### config.mk
export PLATFORM = sky130hd
export DESIGN_NAME = tccw_front
export DESIGN_NICKNAME = d
export VERILOG_FILES = /design/src/rtl/tccw_pkg.sv /design/src/rtl/tccw_front.sv
export SDC_FILE = /design/constraint.sdc
export NUM_CORES = 1
export LEC_CHECK = 0
export BUFFER_PORTS_ARGS = -buffer_cell sky130_fd_sc_hd__buf_2
export CORE_AREA = 2 2 39 41
export DETAILED_ROUTE_END_ITERATION = 7
export DIE_AREA = 0 0 41 43
export GPL_TIMING_DRIVEN = 1
export PLACE_DENSITY = 0.63
export SYNTH_ARGS = -nofsm -noshare
export SYNTH_HDL_FRONTEND = slang
export SYNTH_SLANG_ARGS = --single-unit
### constraint.sdc
create_clock -name vclk -period 1.46
set_input_delay 0.292 -clock vclk [all_inputs]
set_output_delay 0.292 -clock vclk [all_outputs]
set_load 0.1 [all_outputs]
### src/rtl/tccw_pkg.sv
// ---------------------------------------------------------------------------
// tccw_pkg
// Shared types, codes and sizes for the text console character writer.
// ---------------------------------------------------------------------------
`default_nettype none

package tccw_pkg;

   localparam int MAX_COLS_DEF = 128;
   localparam int MAX_ROWS_DEF = 64;

   localparam int OP_W       = 2;
   localparam int CHAR_W     = 8;
   localparam int COL_W      = 7;
   localparam int ROW_W      = 6;
   localparam int COLS_REG_W = 8;
   localparam int ROWS_REG_W = 7;
   localparam int CSR_IDX_W  = 2;
   localparam int CSR_DATA_W = 8;

   localparam int CMD_Q_DEPTH = 2;
   localparam int RSP_Q_DEPTH = 2;

   localparam logic [COLS_REG_W-1:0] COLS_RESET = 8'd80;
   localparam logic [ROWS_REG_W-1:0] ROWS_RESET = 7'd25;

   localparam logic [OP_W-1:0] OP_PUT   = 2'd0;
   localparam logic [OP_W-1:0] OP_READ  = 2'd1;
   localparam logic [OP_W-1:0] OP_CLEAR = 2'd2;

   localparam logic [CHAR_W-1:0] CH_CR = 8'd13;
   localparam logic [CHAR_W-1:0] CH_LF = 8'd10;
   localparam logic [CHAR_W-1:0] CH_BS = 8'd8;
   localparam logic [CHAR_W-1:0] CH_NUL = 8'd0;

   localparam logic [CSR_IDX_W-1:0] CSR_ACTIVE_COLS = 2'd0;
   localparam logic [CSR_IDX_W-1:0] CSR_ACTIVE_ROWS = 2'd1;

   typedef enum logic [2:0] {
      CMD_PUT,
      CMD_NEWLINE,
      CMD_BACKSPACE,
      CMD_READ,
      CMD_CLEAR,
      CMD_NOP
   } cmd_kind_type;

   typedef struct packed {
      cmd_kind_type             kind;
      logic [CHAR_W-1:0]        char_code;
      logic [COL_W-1:0]         read_col;
      logic [ROW_W-1:0]         read_row;
   } cmd_type;

   typedef struct packed {
      logic [COL_W-1:0]         cursor_col;
      logic [ROW_W-1:0]         cursor_row;
      logic [CHAR_W-1:0]        cell_char;
      logic                     scrolled;
   } rsp_type;

   typedef struct packed {
      logic                     valid;
      logic [CSR_IDX_W-1:0]     index;
      logic [CSR_DATA_W-1:0]    data;
   } csr_wr_type;

   typedef enum logic [2:0] {
      ST_IDLE,
      ST_EXEC,
      ST_WRITE,
      ST_SWEEP,
      ST_SCROLL,
      ST_READ_WAIT,
      ST_DONE
   } back_state_type;

endpackage

`default_nettype wire

### src/rtl/tccw_front.sv
// ---------------------------------------------------------------------------
// tccw_front
// Accepts request transactions and decodes them into back end commands.
// ---------------------------------------------------------------------------
`default_nettype none

module tccw_front (
   input  wire logic                          push,
   output      logic                          full,
   input  wire logic [tccw_pkg::OP_W-1:0]     op,
   input  wire logic [tccw_pkg::CHAR_W-1:0]   char_code,
   input  wire logic [tccw_pkg::COL_W-1:0]    read_col,
   input  wire logic [tccw_pkg::ROW_W-1:0]    read_row,
   input  wire logic                          cmd_full,
   output      logic                          cmd_push,
   output      tccw_pkg::cmd_type             cmd
);

   assign full     = cmd_full;
   assign cmd_push = push && !cmd_full;

   always_comb begin
      cmd.char_code = char_code;
      cmd.read_col  = read_col;
      cmd.read_row  = read_row;
      unique case (op)
         tccw_pkg::OP_PUT: begin
            priority if (char_code == tccw_pkg::CH_CR || char_code == tccw_pkg::CH_LF) begin
               cmd.kind = tccw_pkg::CMD_NEWLINE;
            end else if (char_code == tccw_pkg::CH_BS) begin
               cmd.kind = tccw_pkg::CMD_BACKSPACE;
            end else begin
               cmd.kind = tccw_pkg::CMD_PUT;
            end
         end
         tccw_pkg::OP_READ:  cmd.kind = tccw_pkg::CMD_READ;
         tccw_pkg::OP_CLEAR: cmd.kind = tccw_pkg::CMD_CLEAR;
         default:            cmd.kind = tccw_pkg::CMD_NOP;
      endcase
   end

endmodule

`default_nettype wire

* Word level (Yosys, flattened, before mapping)
Index checks and enable logic that the tools add are counted.
Operators by class: divide/modulo/power cells 0, add/sub/neg operators 0, bitwise logic cells 0, shift operators 0, multipliers 0, $lt $le $gt $ge 0, eq/ne operators 5, multiplexer cells 3, reduce and logical (&&, ||, !) cells 4
Operators by type and width (count):
- == test 8 x 4 -> 1 bit, second input constant | 3
- one-hot mux 3 bit (3 select lines) | 1
- 2-to-1 mux 2 bit | 2
- == test 2 x 1 -> 1 bit, second input constant | 1
- == test 2 bit, second input constant | 1
- logical NOT 2 bit | 1
- logical AND 1 bit | 1
- logical NOT 1 bit | 1
- logical OR 1 bit | 1
Storage, ports and cells: input port bits 25, RAM bits 0, register bits after elaboration 0, memories kept 0, bits in latches 0, memory bits (read-only) 0

* Depth between registers and ports, before layout
Gate-level depths: netlist of the first run.
word-level depth 4, gate-level depth with buffers 3

* Least setup slack after synthesis of the first run
Ideal clock, no wire load.
path kind input to output, from input port char_code[5] (netlist bit), to output port cmd[21] (netlist bit), path slack -1618 ps, cell stages on the path 3, arrival 2786 ps, buffers on the path 0, cell sequence nor4_1 > nand3b_1 > o21ai_0
RTL lines:
- start: declaration | RTL line tccw_front.sv:11 | input wire logic [tccw_pkg::CHAR_W-1:0] char_code,
- end: declaration | RTL line tccw_front.sv:16 | output tccw_pkg::cmd_type cmd

==> impl_results.md, run 1 <==
* Die area at 0.00176 mm²
* I/O pin count at 51
* Crit end category: primary output
* Clock group share of total power at 0
* Worst-path fanout max at 2
* Metal1 wirelength at 145 µm
* Synth Cell Area at 230 µm²
* Vias in the first global route at 201
* Critical path class: in2out
* CLK BUF at 0
* Pwr dens at 631 mW/mm²
* Non-Filler Cell Area, Final at 389 µm²
* Final Wtd Congestion at 0.587
* Mapped Cells at 33
* Slew Viols, Final at 0
* Sw Ratio at 0.699
* Non-filler cells, final at 54
* Fillcell total at 160
* Layout cells sized above 1 at 0.868
* Rows at 14
* Total track usage at 0.0579
* Slew margin rel. at 0.677
* Pin count of the biggest net entering global routing at 5
* Vert. Die Dim at 43 µm
* FMAX at 638 MHz
* Final period utilization at 1.07
* Hold Crit Depth at 0
* Worst min path class: in2out
* Layout area overhead at 69.0%
* Power, Total at 0.246 mW
* Die X at 41 µm
* Post-layout min period at 1.57 ns
* Top Layer Used: met3
* Antenna cells at 0
* Met2 WL at 262 µm
* DRC Markers at 0
* Worst setup SP type: input pin
* Comb pwr share at 1.000
* Reg power frac at 0
* Peak supply drop at 0.194 mV
* Crit-path cells: buf_6, or4_4, o22ai_4, buf_12
* Register area at 0 µm²
* Worst slew pin tran at 0.488 ns
* Drt total wl at 569 µm
* Setup slack after layout at -0.108 ns
* Placed cell area at 343 µm²
* DP HPWL at 520 µm
* Failing checks: setup timing
* Initial Util at 0.166
* P_leak at 0.180 nW
* Net Sw Power at 0.172 mW
* Syn nets at 58
* Largest stage delay, worst path at 0.54 ns
* Vias per cell at 3.85
* DRT antenna net count at 0
* Synthesized area per cell at 6.98 µm²
* Gr ovfl total at 0
* Status: finished with violations
* Routed wire length per instance at 10.5 µm
* Hold Fails Final Rpt at 0
* Crit path arrival time at 1.28 ns
* FF+latch count at 0
* DR iter-0 viols at 0
* Critical Path RT at 1.17 ns
* Total Nets Final at 65
* Metal3 WL at 160 µm
* CTS Hold Bufs at 0
* Placed cells at 54
* Via Count at 208
* RSZ-0062 raised after global routing: yes
* Sequential-to-total area share from yosys stat at 0
* Drt pass-1 iters at 1
* Slowest-stage cell, CP: or4_4
* Number of antenna violations at the first check in global routing at 0
* Global-route wire length before repair at 765 µm
* Final setup vio count at 2
* Post-synthesis cell type count at 11
* Pre-CTS WS at -0.129 ns
* MaxCap Viol Count at 0
* Port Buf Inserts at 25
* YS warnings at 0
* Internal cell power at 0.0738 mW
* Core area at 0.00138 mm²
==> cell type report <==
type / instances / area, µm² / area share
multi-input combinational: 9 / 96.3 / 0.248
timing repair buffer: 28 / 269 / 0.691
inverter: 1 / 3.75 / 0.00965
tap: 16 / 20.0 / 0.0514
==> per-stage QoR <==
stage	util	hold WS [ns]	TNS [ns]
after global routing	0.281	0.584	-0.269
after detailed placement	0.248	0.585	-0.256
after CTS	0.266	0.585	-0.177
final	0.281	0.584	-0.171
after global placement	0.248	0.585	-0.240
after floorplan	-	0.759	-0.645
==> worst max-delay path: cells and delay by family <==
family / cells / cell delay (ns)
and+or+nand+nor: 1 / 0.54
AOI/OAI and AO/OA: 1 / 0.16
buffers and inverters: 2 / 0.29
==> cells in the mapped netlist <==
master | number | area, µm²
nor2b_1 | 2 | 12.5
or4_1 | 1 | 7.51
o21ai_0 | 1 | 5.00
clkbuf_1 | 1 | 3.75
nor4_1 | 1 | 6.26
a21oi_1 | 1 | 5.00
o22ai_1 | 1 | 6.26
buf_4 | 22 | 165
nand3b_1 | 1 | 7.51
nor3b_1 | 1 | 7.51
inv_1 | 1 | 3.75
==> power by group through the flow <==
stage	logic [mW]	clock network [mW]	registers, mW
after floorplan	0.342	0	0
after global placement	0.233	0	0
after detailed placement	0.235	0	0
after CTS	0.241	0	0
after global routing	0.255	0	0
final	0.246	0	0
==> worst paths after layout <==
| check | slack (ns) | endpoint | from |
|---|---|---|---|
| worst min-delay path | 0.58 | cmd[11] | read_col[5] |
| worst max-delay path | -0.11 | cmd[22] | op[0] |
==> cell families after synthesis <==
kind of cell / synth area share
AO/OA/AOI/OAI: 0.0706
buffers and inverters: 0.750
AND/OR/NAND/NOR: 0.179
==> layer usage <==
layer  GRT usage  vias to the layer above
li1            -                       95
met1      0.0601                       88
met2      0.0969                       25
met3      0.0314                        0
met4      0.0133                        0
met5           0                        -
==> cells in the final DEF (no fill, tap or decap), drive strengths merged <==
cell,n
nand3b,1
a21oi,1
buf,28
o22ai,1
nor4,1
inv,1
or4,1
o21ai,1
nor2b,2
nor3b,1
==> what timing repair did <==
item,4_1_cts,5_1_grt
gates cloned,0,0
pin swaps,5,3
hold endpoints to repair,0,0
setup buffers,0,0
endpoints found under the setup margin,2,2
gates resized for setup,4,3
Note: power is estimated with default switching activity, not from simulation.
==> run 2: changes to the inputs <==
--- a/config.mk
+++ b/config.mk
@@ -11,6 +11,7 @@
 export DIE_AREA = 0 0 41 43
 export GPL_TIMING_DRIVEN = 1
 export PLACE_DENSITY = 0.63
+export SETUP_SLACK_MARGIN = 0.2
 export SYNTH_ARGS = -nofsm -noshare
 export SYNTH_HDL_FRONTEND = slang
 export SYNTH_SLANG_ARGS = --single-unit
==> constraint.sdc (replaced) <==
create_clock -name vclk -period 1.46
set_input_delay 0.146 -clock vclk [all_inputs]
set_output_delay 0.146 -clock vclk [all_outputs]
set_load 0.1 [all_outputs]
==> run 2 against run 1 <==
Against the previous run: the flow now finishes without violations; global-route usage down 0.40 points; via count down 6.3%; combinational power down 13%; total power down 13%; clock-buffer cell count unchanged; critical path type unchanged.
==> impl_results.md, run 2 (synthesis results as in run 1) <==
* Worst min path class: in2out
* Worst setup SP type: input pin
* FMAX at 789 MHz
* CP Buf/Inv Count at 2
* Placed cells at 51
* Pwr dens at 728 mW/mm²
* Non-filler cells, final at 51
* Final period utilization at 0.868
* CTS Hold Bufs at 0
* Layout cells sized above 1 at 0.857
* Setup TNS at 0 ns
* Largest stage delay, worst path at 0.52 ns
* Register area at 0 µm²
* Gr ovfl total at 0
* Routed wire length per instance at 9.82 µm
* Slew margin rel. at 0.678
* Commonest cells after routing, fill and taps aside: buf_2, buf_6, buf_12
* Die X at 41 µm
* Number of antenna violations at the first check in global routing at 0
* Drt pass-1 iters at 1
* Antenna cells at 0
* Status: complete, no violations
* Post-layout min period at 1.27 ns
* Peak supply drop at 0.292 mV
* Metal1 wirelength at 136 µm
* Slowest-stage cell, CP: or4_4
* Global-route wire length before repair at 676 µm
* Commonest non-fill, non-tap cell in the layout: buf_2
* MaxCap Viol Count at 0
* Crit-path cells: buf_2, or4_4, o22ai_4, buf_12
* Crit end category: primary output
* Die area at 0.00176 mm²
* Total Nets Final at 62
* CLK BUF at 0
* Port Buf Inserts at 25
* Initial Util at 0.166
* Vias per cell at 3.82
* Pin count of the biggest net entering global routing at 5
* Critical Path RT at 1.31 ns
* WHS at 0.292 ns
* Via Count at 195
* Power, Total at 0.214 mW
* Top Layer Used: met3
* Worst-path fanout max at 4
* Slew Viols, Final at 0
* Crit path arrival time at 1.12 ns
* DRT antenna net count at 0
* Final setup vio count at 0
* DR iter-0 viols at 0
* Fillcell total at 161
* Core area at 0.00138 mm²
* FF+latch count at 0
* DRC Markers at 0
* P_leak at 0.141 nW
* Worst slew pin tran at 0.486 ns
* Non-Filler Cell Area, Final at 294 µm²
* Critical path class: in2out
* Setup repair bufs after CTS at 0
* Met2 WL at 230 µm
* Final Wtd Congestion at 0.583
* Hold Fails Final Rpt at 0
* Crit path max-delay family: simple AND/OR/NAND/NOR gates
* Layout area overhead at 27.7%
* Rows at 14
* RSZ-0062 raised after global routing: yes
* Drt total wl at 501 µm
* Placed cell area at 260 µm²
* Total track usage at 0.0539
* Vias in the first global route at 179
* I/O pin count at 51
* Vert. Die Dim at 43 µm
* Metal3 WL at 134 µm
==> run 2: stage by stage <==
stage	worst slack [ns]	util
after global placement	0.168	0.188
after CTS	0.187	0.202
after floorplan	-0.126	-
after global routing	0.136	0.212
after detailed placement	0.152	0.188
final	0.193	0.212
==> run 2: path summary, 6_finish.rpt <==
| kind | startpoint | to | slack [ns] | cells past startpoint |
|---|---|---|---|---|
| worst max-delay path | char_code[1] | cmd[22] | 0.19 | 4 |
| worst min-delay path | read_col[5] | cmd[11] | 0.29 | 0 |
==> run 2: layout make-up <==
class	count	area [µm²]	area share
inverters	1	3.75	0.0128
multi-input cells	9	96.3	0.328
well taps	16	20.0	0.0681
repair buffers	25	174	0.591
==> run 2: layer usage <==
| layer | GRT usage | vias up |
|---|---|---|
| li1 | - | 90 |
| met1 | 0.0506 | 80 |
| met2 | 0.106 | 25 |
| met3 | 0.0105 | 0 |
| met4 | 0.0133 | 0 |
| met5 | 0 | - |
==> run 2: repair_timing <==
| item | 4_1_cts | 5_1_grt |
|---|---|---|
| pin swaps | 5 | 3 |
| gates resized for setup | 3 | 3 |
| cloned | 0 | 0 |
| setup endpoints to repair | 2 | 2 |
==> run 2: power by group <==
group / switching, mW / internal, mW / total [mW] / leakage (nW)
logic: 0.167 / 0.0473 / 0.214 / 0.141
clock network: 0 / 0 / 0 / 0
registers: 0 / 0 / 0 / 0
