### src/rtl/tccw_fifo.sv
// ---------------------------------------------------------------------------
// tccw_fifo
// Small register queue used between front end, back end and result port.
// ---------------------------------------------------------------------------
`default_nettype none

module tccw_fifo #(
   parameter int WIDTH = 8,
   parameter int DEPTH = 2
) (
   input  wire logic              clock,
   input  wire logic              reset,
   input  wire logic              push,
   input  wire logic [WIDTH-1:0]  push_data,
   output      logic              full,
   input  wire logic              pop,
   output      logic [WIDTH-1:0]  pop_data,
   output      logic              empty
);

   localparam int PW = (DEPTH > 1) ? $clog2(DEPTH) : 1;
   localparam int CNTW = $clog2(DEPTH + 1);

   logic [WIDTH-1:0] mem_ff [DEPTH];
   logic [PW-1:0]    wr_ptr_ff, wr_ptr_in;
   logic [PW-1:0]    rd_ptr_ff, rd_ptr_in;
   logic [CNTW-1:0]  count_ff, count_in;
   logic             push_ok, pop_ok;

   assign full     = (count_ff == CNTW'(DEPTH));
   assign empty    = (count_ff == '0);
   assign push_ok  = push && !full;
   assign pop_ok   = pop && !empty;
   assign pop_data = mem_ff[rd_ptr_ff];

   always_comb begin
      wr_ptr_in = wr_ptr_ff;
      rd_ptr_in = rd_ptr_ff;
      count_in  = count_ff;
      if (push_ok) begin
         wr_ptr_in = (wr_ptr_ff == PW'(DEPTH - 1)) ? '0 : wr_ptr_ff + 1'b1;
      end
      if (pop_ok) begin
         rd_ptr_in = (rd_ptr_ff == PW'(DEPTH - 1)) ? '0 : rd_ptr_ff + 1'b1;
      end
      if (push_ok && !pop_ok) begin
         count_in = count_ff + 1'b1;
      end else if (pop_ok && !push_ok) begin
         count_in = count_ff - 1'b1;
      end
   end

   always_ff @(posedge clock) begin
      if (reset) begin
         wr_ptr_ff <= '0;
         rd_ptr_ff <= '0;
         count_ff  <= '0;
      end else begin
         wr_ptr_ff <= wr_ptr_in;
         rd_ptr_ff <= rd_ptr_in;
         count_ff  <= count_in;
      end
   end

   always_ff @(posedge clock) begin
      if (push_ok) begin
         mem_ff[wr_ptr_ff] <= push_data;
      end
   end

endmodule

`default_nettype wire

### config.mk
export PLATFORM = sky130hd
export DESIGN_NAME = tccw_fifo
export DESIGN_NICKNAME = d
export VERILOG_FILES = /design/src/rtl/tccw_fifo.sv
export SDC_FILE = /design/constraint.sdc
export NUM_CORES = 1
export LEC_CHECK = 0
export BUFFER_PORTS_ARGS = -buffer_cell sky130_fd_sc_hd__buf_2
export CAP_MARGIN = 5
export CELL_PAD_IN_SITES_DETAIL_PLACEMENT = 1
export CELL_PAD_IN_SITES_GLOBAL_PLACEMENT = 1
export CORE_MARGIN = 2
export CORE_UTILIZATION = 36
export DETAILED_ROUTE_END_ITERATION = 6
export HOLD_SLACK_MARGIN = 0.06
export PLACE_DENSITY_LB_ADDON = 0.1
export SLEW_MARGIN = 30
export SYNTH_ARGS = -nofsm -noshare
export SYNTH_HDL_FRONTEND = slang
export SYNTH_SLANG_ARGS = --single-unit
### constraint.sdc
create_clock -name clock -period 1.5 [get_ports clock]
set_input_delay 0.225 -clock clock [delete_from_list [all_inputs] [get_ports clock]]
set_output_delay 0.225 -clock clock [all_outputs]
set_load 0.02 [all_outputs]
======== Yosys cells after proc, flatten, opt, wreduce, memory -nomap -nowiden ========
Memories as Yosys holds them, arrays and structs flattened. A register that Yosys moved wholly into a read port is not among the register bits.
Index checks and enable logic that the tools add are counted.
word-level totals
  flip-flop bits (word level) ............. 4
  RAM bits ................................ 16
  input bits .............................. 12
  memories kept ........................... 1
memory list
  name    depth  width  read ports  clocked after Yosys merged registers in  write ports  line  source
  mem_ff  2      8      1           1                                        1            24    logic [WIDTH-1:0] mem_ff [DEPTH];
cells by class
  add/subtract/negate cells ............... 4
  equality and inequality tests ........... 1
  multiplexer cells ....................... 8
  reductions and logical operators ........ 10
operators by type and width
  operator                                           count
  2-to-1 mux 1 bit                                   6
  logical AND 1 bit                                  4
  zero test 1 bit                                    4
  2-to-1 mux 2 bit                                   2
  adder 1 bit (second input constant)                2
  adder 2 x 1 -> 2 bit (second input constant)       1
  equality test 2 bit (second input constant)        1
  zero test 2 bit                                    1
  nonzero test 2 bit                                 1
  subtractor 2 x 1 -> 2 bit (second input constant)  1

======== Depth between registers and ports, before layout ========
Gate-level depths: netlist of run 1.
  depth after elaboration ................. 7
  depth in mapped cells ................... 6
  depth with buffers taken out ............ 6

======== Worst setup path before layout of run 1 ========
No wires, ideal clock.
  path type ............................... register to register
  start point ............................. register count_ff[1]
  end point ............................... register count_ff[1]
  library setup time ...................... 70 ps
  arrival time ............................ 1517 ps
  setup slack ............................. -87 ps
  stages on the path, launching flop included .. 6
  path buffers ............................ 0
  period minus slack after synthesis ...... 1587 ps
  cells stage by stage .................... dfxtp_1 > nor2b_2 > nor2_1 > ha_1 > or3_1 > a21oi_1
between the ends
  longest elaborated chain between the ends .. 6
  elaborated cells on any way between the ends .. 15
  classes of those cells .................. 2 x add/sub; 1 x eq/ne; 2 x mux; 10 x reduce/logical
RTL lines
  what                                 line  source
  from (decl)                          27    logic [CNTW-1:0] count_ff, count_in;
  from (signal assigned)               61    count_ff <= count_in;
  equality test 2 bit (*)              30    assign full = (count_ff == CNTW'(DEPTH));
  named net full                       15    output logic full,
  zero test 1 bit (*)                  32    assign push_ok = push && !full;
  logical AND 1 bit (*)                32
  zero test 1 bit                      48    end else if (pop_ok && !push_ok) begin
  logical AND 1 bit                    48
  nonzero test 2 bit (no source line)  n/a
Mark *: on every way through the listed nets, which the timed path passes. The rest lies on a longest branch. The select of a mux whose other input is x is not followed.
A chain may end at the register's enable or synchronous reset.

==> results.yml, run 1 <==
run_status:
  outcome: "completed"
logic_synthesis:
  synth_most_common_cell: "edfxtp_1"
  synth_top_cell_area_share_pct: 60.57
  ys_ff_latch: 21
  synthCells: 50
  yosysTopAreaCell: "edfxtp_1"
  yosysSeqAreaShare_pct: 73.19
  synth_area_leaders: "edfxtp_1 61%, dfxtp_1 13%, mux2_2 11%"
  yosysWarnings: 0
  synth.top_cells.by_count: "16 x edfxtp_1, 8 x mux2_2, 5 x dfxtp_1, 5 x nor2_1"
  synth_area_um2: 793.3
  yosys_most_used_dff: "edfxtp_1"
  async_flop_share_pct: 0
  synth_edf_count: 16
  synth.avg_cell_area_um2: 15.87
  synthesis.nets: 63
  synth.distinct_cells: 13
floorplan:
  dieArea_mm2: 0.002595
  fp.dieW_um: 50.94
  initial_core_util_pct: 39.23
  io-pin-count: 22
  rows: 16
  die_h_um: 50.94
  core_mm2: 0.002022
global_routing:
  grt_pass1_vias: 498
  grtUsageMet1_pct: 13.41
  busiest_layer: "met2"
  grt_max_degree: 13
  antenna_found_initial: 0
  grt_first_pass_wirelength_um: 2145
  grt-ovfl-total: 0
  use_met2_pct: 19.91
  use_met3_pct: 2.632
  grt_usage_pct: 11.32
cts:
  clk_latency_ns: 0.29
  clk_pin_slew_worst_paths_ns: 0.11
  cts_tree: "built"
  cts_setup_buffers: 0
  clkSinkCount: 21
  cts_buffers: 3
  cts-htree-levels: 1
  clockBufferDepth: 2
  root_buffer: "clkbuf_4"
timing:
  rsz0062_at_grt: "no"
  timing.fmax_mhz: 697.3
  post-route-period-util_pct: 95.61
  tns_ns: 0
  clock_skew_ns: 0.004815
  slew_headroom_pct: 75.16
  maxSlewViolCount: 0
  whs_ns: 0.1135
  setup_viol: 0
  tightest_slew_ns: 0.3726
  report.final.hold_viol_count: 0
  period_minus_slack_ns: 1.434
critical_path:
  crit_required_ns: 1.27
  cpPeakStageDelay_ns: 0.42
  cp.arrival_ns: 1.21
  start_kind: "register"
  critPathKind: "register to primary output"
  critPathBufInv: 1
  path_cells: "mux2_2 > buf_2"
  slowest_stage: "dfxtp_4"
  end_kind: "primary output"
  cp_max_fo: 8
  critPathTopFamily: "flip-flops"
final_layout:
  diodes: 0
  nFillCells: 218
  layout.area.seq_um2: 586.8
  layout-drive-gt1-share_pct: 55.84
  nets: 91
  area_growth_pct: 26.50
  multi_input_area_um2: 214.0
  final_cells: 104
power:
  leakage_nw: 0.3944
  power_density_mw_per_mm2: 1700
  ir_worst_vdd_v: 0.0008769
  finalPower_mw: 1.706
route:
  postRouteAntennaNets: 0
  drc: 0
  drtIter0Drc: 3
  vias: 468
  wl_per_cell_um: 11.71
  drt-total-wl_um: 1218
  vias_per_cell: 4.500
  first_pass_iters: 4
flow_run:
  drv_cap: 0
placed_design:
  placed_cells: 100
  port_buffers: 21
  dpl.hpwl_um: 947.9
  gp_congestion: 0.6673
worst_hold_path:
  hold_class: "primary input to register"
layer usage:
layer  vias to the layer above  routed length [µm]
met5                         -                   0
met4                         0                   8
met3                         2                  70
met2                        13                 618
met1                       217                 521
li1                        236                   -
path summary, 6_finish.rpt:
check,slack (ns),cells past startpoint,end,startpoint
setup / recovery,0.07,2,pop_data[4],register
hold / removal,0.11,1,mem_ff[1][6],push_data[6]
setup reg to reg,0.12,4,count_ff[1],count_ff[0]
hold reg to reg,0.51,2,wr_ptr_ff,wr_ptr_ff
logic make-up after synthesis:
kind of cell | Yosys count | share of synthesized area (%)
compound gates | 5 | 3.154
xor+xnor | 3 | 3.313
fa+ha+maj | 1 | 1.577
buf+inv | 3 | 1.577
flops | 21 | 73.19
mux | 8 | 11.36
simple gates | 9 | 5.837
sequential cells by signal (all words and copies together) (netlist names), named ones only:
signal and count:
count_ff 2, wr_ptr_ff 1, rd_ptr_ff 1, mem_ff 16
where the power goes:
part | switching, mW | total (mW) | internal (mW)
Clock | 0.156 | 0.256 | 0.0991
Sequential | 0.0787 | 0.833 | 0.754
Combinational | 0.323 | 0.618 | 0.295
worst reg2reg max path, stage by stage, from the launching register on:
cell,delay (ns)
dfxtp_2,0.36
o21ai_1,0.20
ha_2,0.31
or3_1,0.34
a21oi_1,0.11
placed cells by master, fill, tap and decap left out, types with 2 or more instances in the layout:
| cell type | instances |
|---|---|
| edfxtp_1 | 16 |
| mux2_2 | 7 |
| a21oi_1 | 2 |
| buf_4 | 4 |
| nor2_1 | 4 |
| dfxtp_1 | 2 |
| or3_1 | 2 |
| o21ai_0 | 2 |
| buf_2 | 20 |
| xor2_1 | 3 |
| dfxtp_2 | 2 |
| clkbuf_4 | 3 |
metrics by stage:
stage	utilization (%)	instance area, µm²	worst slack [ns]
2_1_floorplan	-	798.3	0.0004912
3_3_place_gp	47.22	954.7	0.03375
4_1_cts	48.82	987.2	0.02775
6_report	49.63	1003	0.06585
5_1_grt	49.63	1003	0.001456
3_5_place_dp	47.22	954.7	0.004343
cell type report:
type / instances / area share [%]
clock buffers: 3 / 2.244
clock inverters: 1 / 0.4988
inverters: 2 / 1.122
multi-input cells: 26 / 21.32
flip-flops and latches: 21 / 58.48
well taps: 27 / 3.367
repair buffers: 24 / 12.97
repair_timing:
action,CTS,global route
hold buffers,0,0
endpoints found under the setup margin,9,10
resized for setup,4,6
pin swaps,0,2
Power figures use the tool's default switching activity.
==> run 2, diff against run 1 <==
--- a/config.mk
+++ b/config.mk
@@ -6,11 +6,11 @@
 export NUM_CORES = 1
 export LEC_CHECK = 0
-export BUFFER_PORTS_ARGS = -buffer_cell sky130_fd_sc_hd__buf_2
 export CAP_MARGIN = 5
 export CELL_PAD_IN_SITES_DETAIL_PLACEMENT = 1
 export CELL_PAD_IN_SITES_GLOBAL_PLACEMENT = 1
 export CORE_MARGIN = 2
-export CORE_UTILIZATION = 36
+export CORE_UTILIZATION = 47
 export DETAILED_ROUTE_END_ITERATION = 6
+export DONT_BUFFER_PORTS = 1
 export HOLD_SLACK_MARGIN = 0.06
 export PLACE_DENSITY_LB_ADDON = 0.1
==> constraint.sdc (replaced) <==
create_clock -name clock -period 1.4 [get_ports clock]
set_input_delay 0.28 -clock clock [delete_from_list [all_inputs] [get_ports clock]]
set_output_delay 0.28 -clock clock [all_outputs]
set_load 0.02 [all_outputs]
==> run 2 against run 1 <==
- the flow now finishes with violations (setup timing)
- core utilization increased by 20 points
- worst setup slack got worse by 0.14 ns
- register-to-register slack got worse by 0.20 ns
- wire length increased by 46%
- hold slack got worse by 0.089 ns
- clock power increased by 13%
- final cell count decreased by 14%
- sequential power increased by 9.5%
- global-route usage increased by 5.1 points
- die area decreased by 22%
- power increased by 15%
- clock skew decreased by 0.00086 ns
==> results.yml, run 2 (synthesis results as in run 1) <==
run_status:
  outcome: "complete, but fails checks"
  violations: "setup timing"
final_layout:
  layout_commonest_cell: "edfxtp_1"
  layout-drive-gt1-share_pct: 38.36
  regMostFlops: "mem_ff"
  nets: 87
  reg_top3: "mem_ff: 16 flops, count_ff: 2 flops"
  final_cell_mix: "16 x edfxtp_1, 11 x dlygate4sd3_1, 8 x mux2_4, 8 x buf_4"
  diodes: 0
  area_growth_pct: 34.86
  largest_reg_flops: 16
  fin_area_mm2: 0.001070
  nFillCells: 142
critical_path:
  path_cells: "nor2b_4 > nor2_2 > ha_1 > xor2_1 > or3_1 > a21oi_1"
  r2r-start: "count_ff[1]"
  start_kind: "register"
  cp_max_fo: 3
  reg2reg_slack_ns: -0.08
  end_kind: "register"
  slowest_stage: "dfxtp_2"
  worstRegToRegCells: 6
  cp.arrival_ns: 1.71
  critPathKind: "register to register"
  crit_required_ns: 1.64
  cpPeakStageDelay_ns: 0.38
  r2r_end: "count_ff[1]"
timing:
  setup_slack_ns: -0.07543
  timing.fmax_mhz: 677.8
  rsz0062_at_grt: "yes"
  period_minus_slack_ns: 1.475
  slew_headroom_pct: 82.50
  tightest_slew_ns: 0.2623
  report.final.hold_viol_count: 0
  maxSlewViolCount: 0
  post-route-period-util_pct: 105.4
  setup_viol: 9
  clock_skew_ns: 0.003957
  tns_ns: -0.5394
global_routing:
  antenna_found_initial: 0
  grt_usage_pct: 16.44
  grt_pass1_vias: 499
  grt_first_pass_wirelength_um: 2283
  grt-ovfl-total: 0
  grt_max_degree: 12
power:
  ir_worst_vdd_v: 0.001079
  leakage_nw: 0.4182
  power_density_mw_per_mm2: 1835
  finalPower_mw: 1.963
route:
  vias_per_cell: 5.326
  drt-total-wl_um: 1774
  postRouteAntennaNets: 0
  wl_per_cell_um: 19.93
  drc: 0
  drtIter0Drc: 18
  vias: 474
  first_pass_iters: 4
floorplan:
  rows: 14
  initial_core_util_pct: 51.46
  dieArea_mm2: 0.002032
  core_mm2: 0.001541
  die_h_um: 45.08
  io-pin-count: 22
  fp.dieW_um: 45.08
cts:
  cts_buffers: 3
  clkSinkCount: 21
  cts_tree: "built"
  root_buffer: "clkbuf_4"
  cts-htree-levels: 1
  clk_latency_ns: 0.30
  clockBufferDepth: 2
  clk_pin_slew_worst_paths_ns: 0.11
placed_design:
  dpl.hpwl_um: 1079
  gp_congestion: 0.6825
  port_buffers: 0
  placed_area_um2: 875.8
flow_run:
  drv_cap: 0
worst_hold_path:
  hold_start: "reset"
  holdPathEnd: "count_ff[1]"
  hold-path-cell-count: 1
  hold_class: "primary input to register"
[run 2: cell count changes in the layout (fill, tap and decap cells not counted), moves of 4 or more]
cell	change
buf_2	-20
buf_4	+4
dlygate4sd3_1	+11
mux2_2	-7
mux2_4	+7
[run 2: per-layer routing]
metal,up-vias,part of all wire [%],global-route usage [%]
met5,-,0,0
met4,0,0,5.294
met3,0,3.2,5.200
met2,14,60,29.43
met1,234,37,18.40
li1,226,-,-
[run 2: area by class of cell]
type / instances / area (µm²) / share of cell area (%)
multi-input combinational: 26 / 245.2 / 22.92
inverter: 2 / 10.01 / 0.9357
timing repair buffer: 20 / 181.4 / 16.96
clock buffer: 4 / 26.28 / 2.456
sequential: 21 / 586.8 / 54.85
tap: 16 / 20.02 / 1.871
[run 2: worst max-delay path: cells and delay by family (launching register included)]
| kind | cells | cell delay (ns) |
|---|---|---|
| DFF | 1 | 0.38 |
| xor gates and xnor gates | 1 | 0.16 |
| and+or+nand+nor | 3 | 0.55 |
| AOI/OAI and AO/OA | 1 | 0.13 |
| adders and majority gates | 1 | 0.20 |
[run 2: repair_timing]
item	4_1_cts	5_1_grt
gates resized for setup	10	7
gates cloned	0	0
hold buffers	5	6
pin swaps	1	0
buffers inserted	1	0
endpoints found under the setup margin	17	19
hold endpoints to repair	12	14
[run 2: worst max-delay path by stage]
stage	start	slack, ns	cells after the start	to
after floorplan	count_ff[1]	-0.06	5	count_ff[1]
after global routing	count_ff[1]	-0.17	6	count_ff[1]
after CTS	count_ff[1]	-0.05	6	count_ff[1]
after global placement	count_ff[1]	-0.01	5	mem_ff[0][1]
final	count_ff[1]	-0.08	6	count_ff[1]
after detailed placement	count_ff[0]	-0.14	4	count_ff[1]
[run 2: power by group]
group	switching, mW	internal (mW)	leakage, nW
combinational	0.390	0.371	0.211
sequential	0.104	0.808	0.192
clock	0.179	0.111	0.0150
[run 2: through the flow]
stage               utilization, %  instances  hold WS (ns)  setup WS (ns)
floorplan                        -         50        0.3417       -0.06355
global placement             56.82         73        0.3449       -0.01143
detailed placement           56.82         73        0.3486        -0.1369
CTS                          64.04         83       0.01517       -0.04671
global route                 69.40         89      0.004945        -0.1731
finish                       69.40         89       0.02492       -0.07543
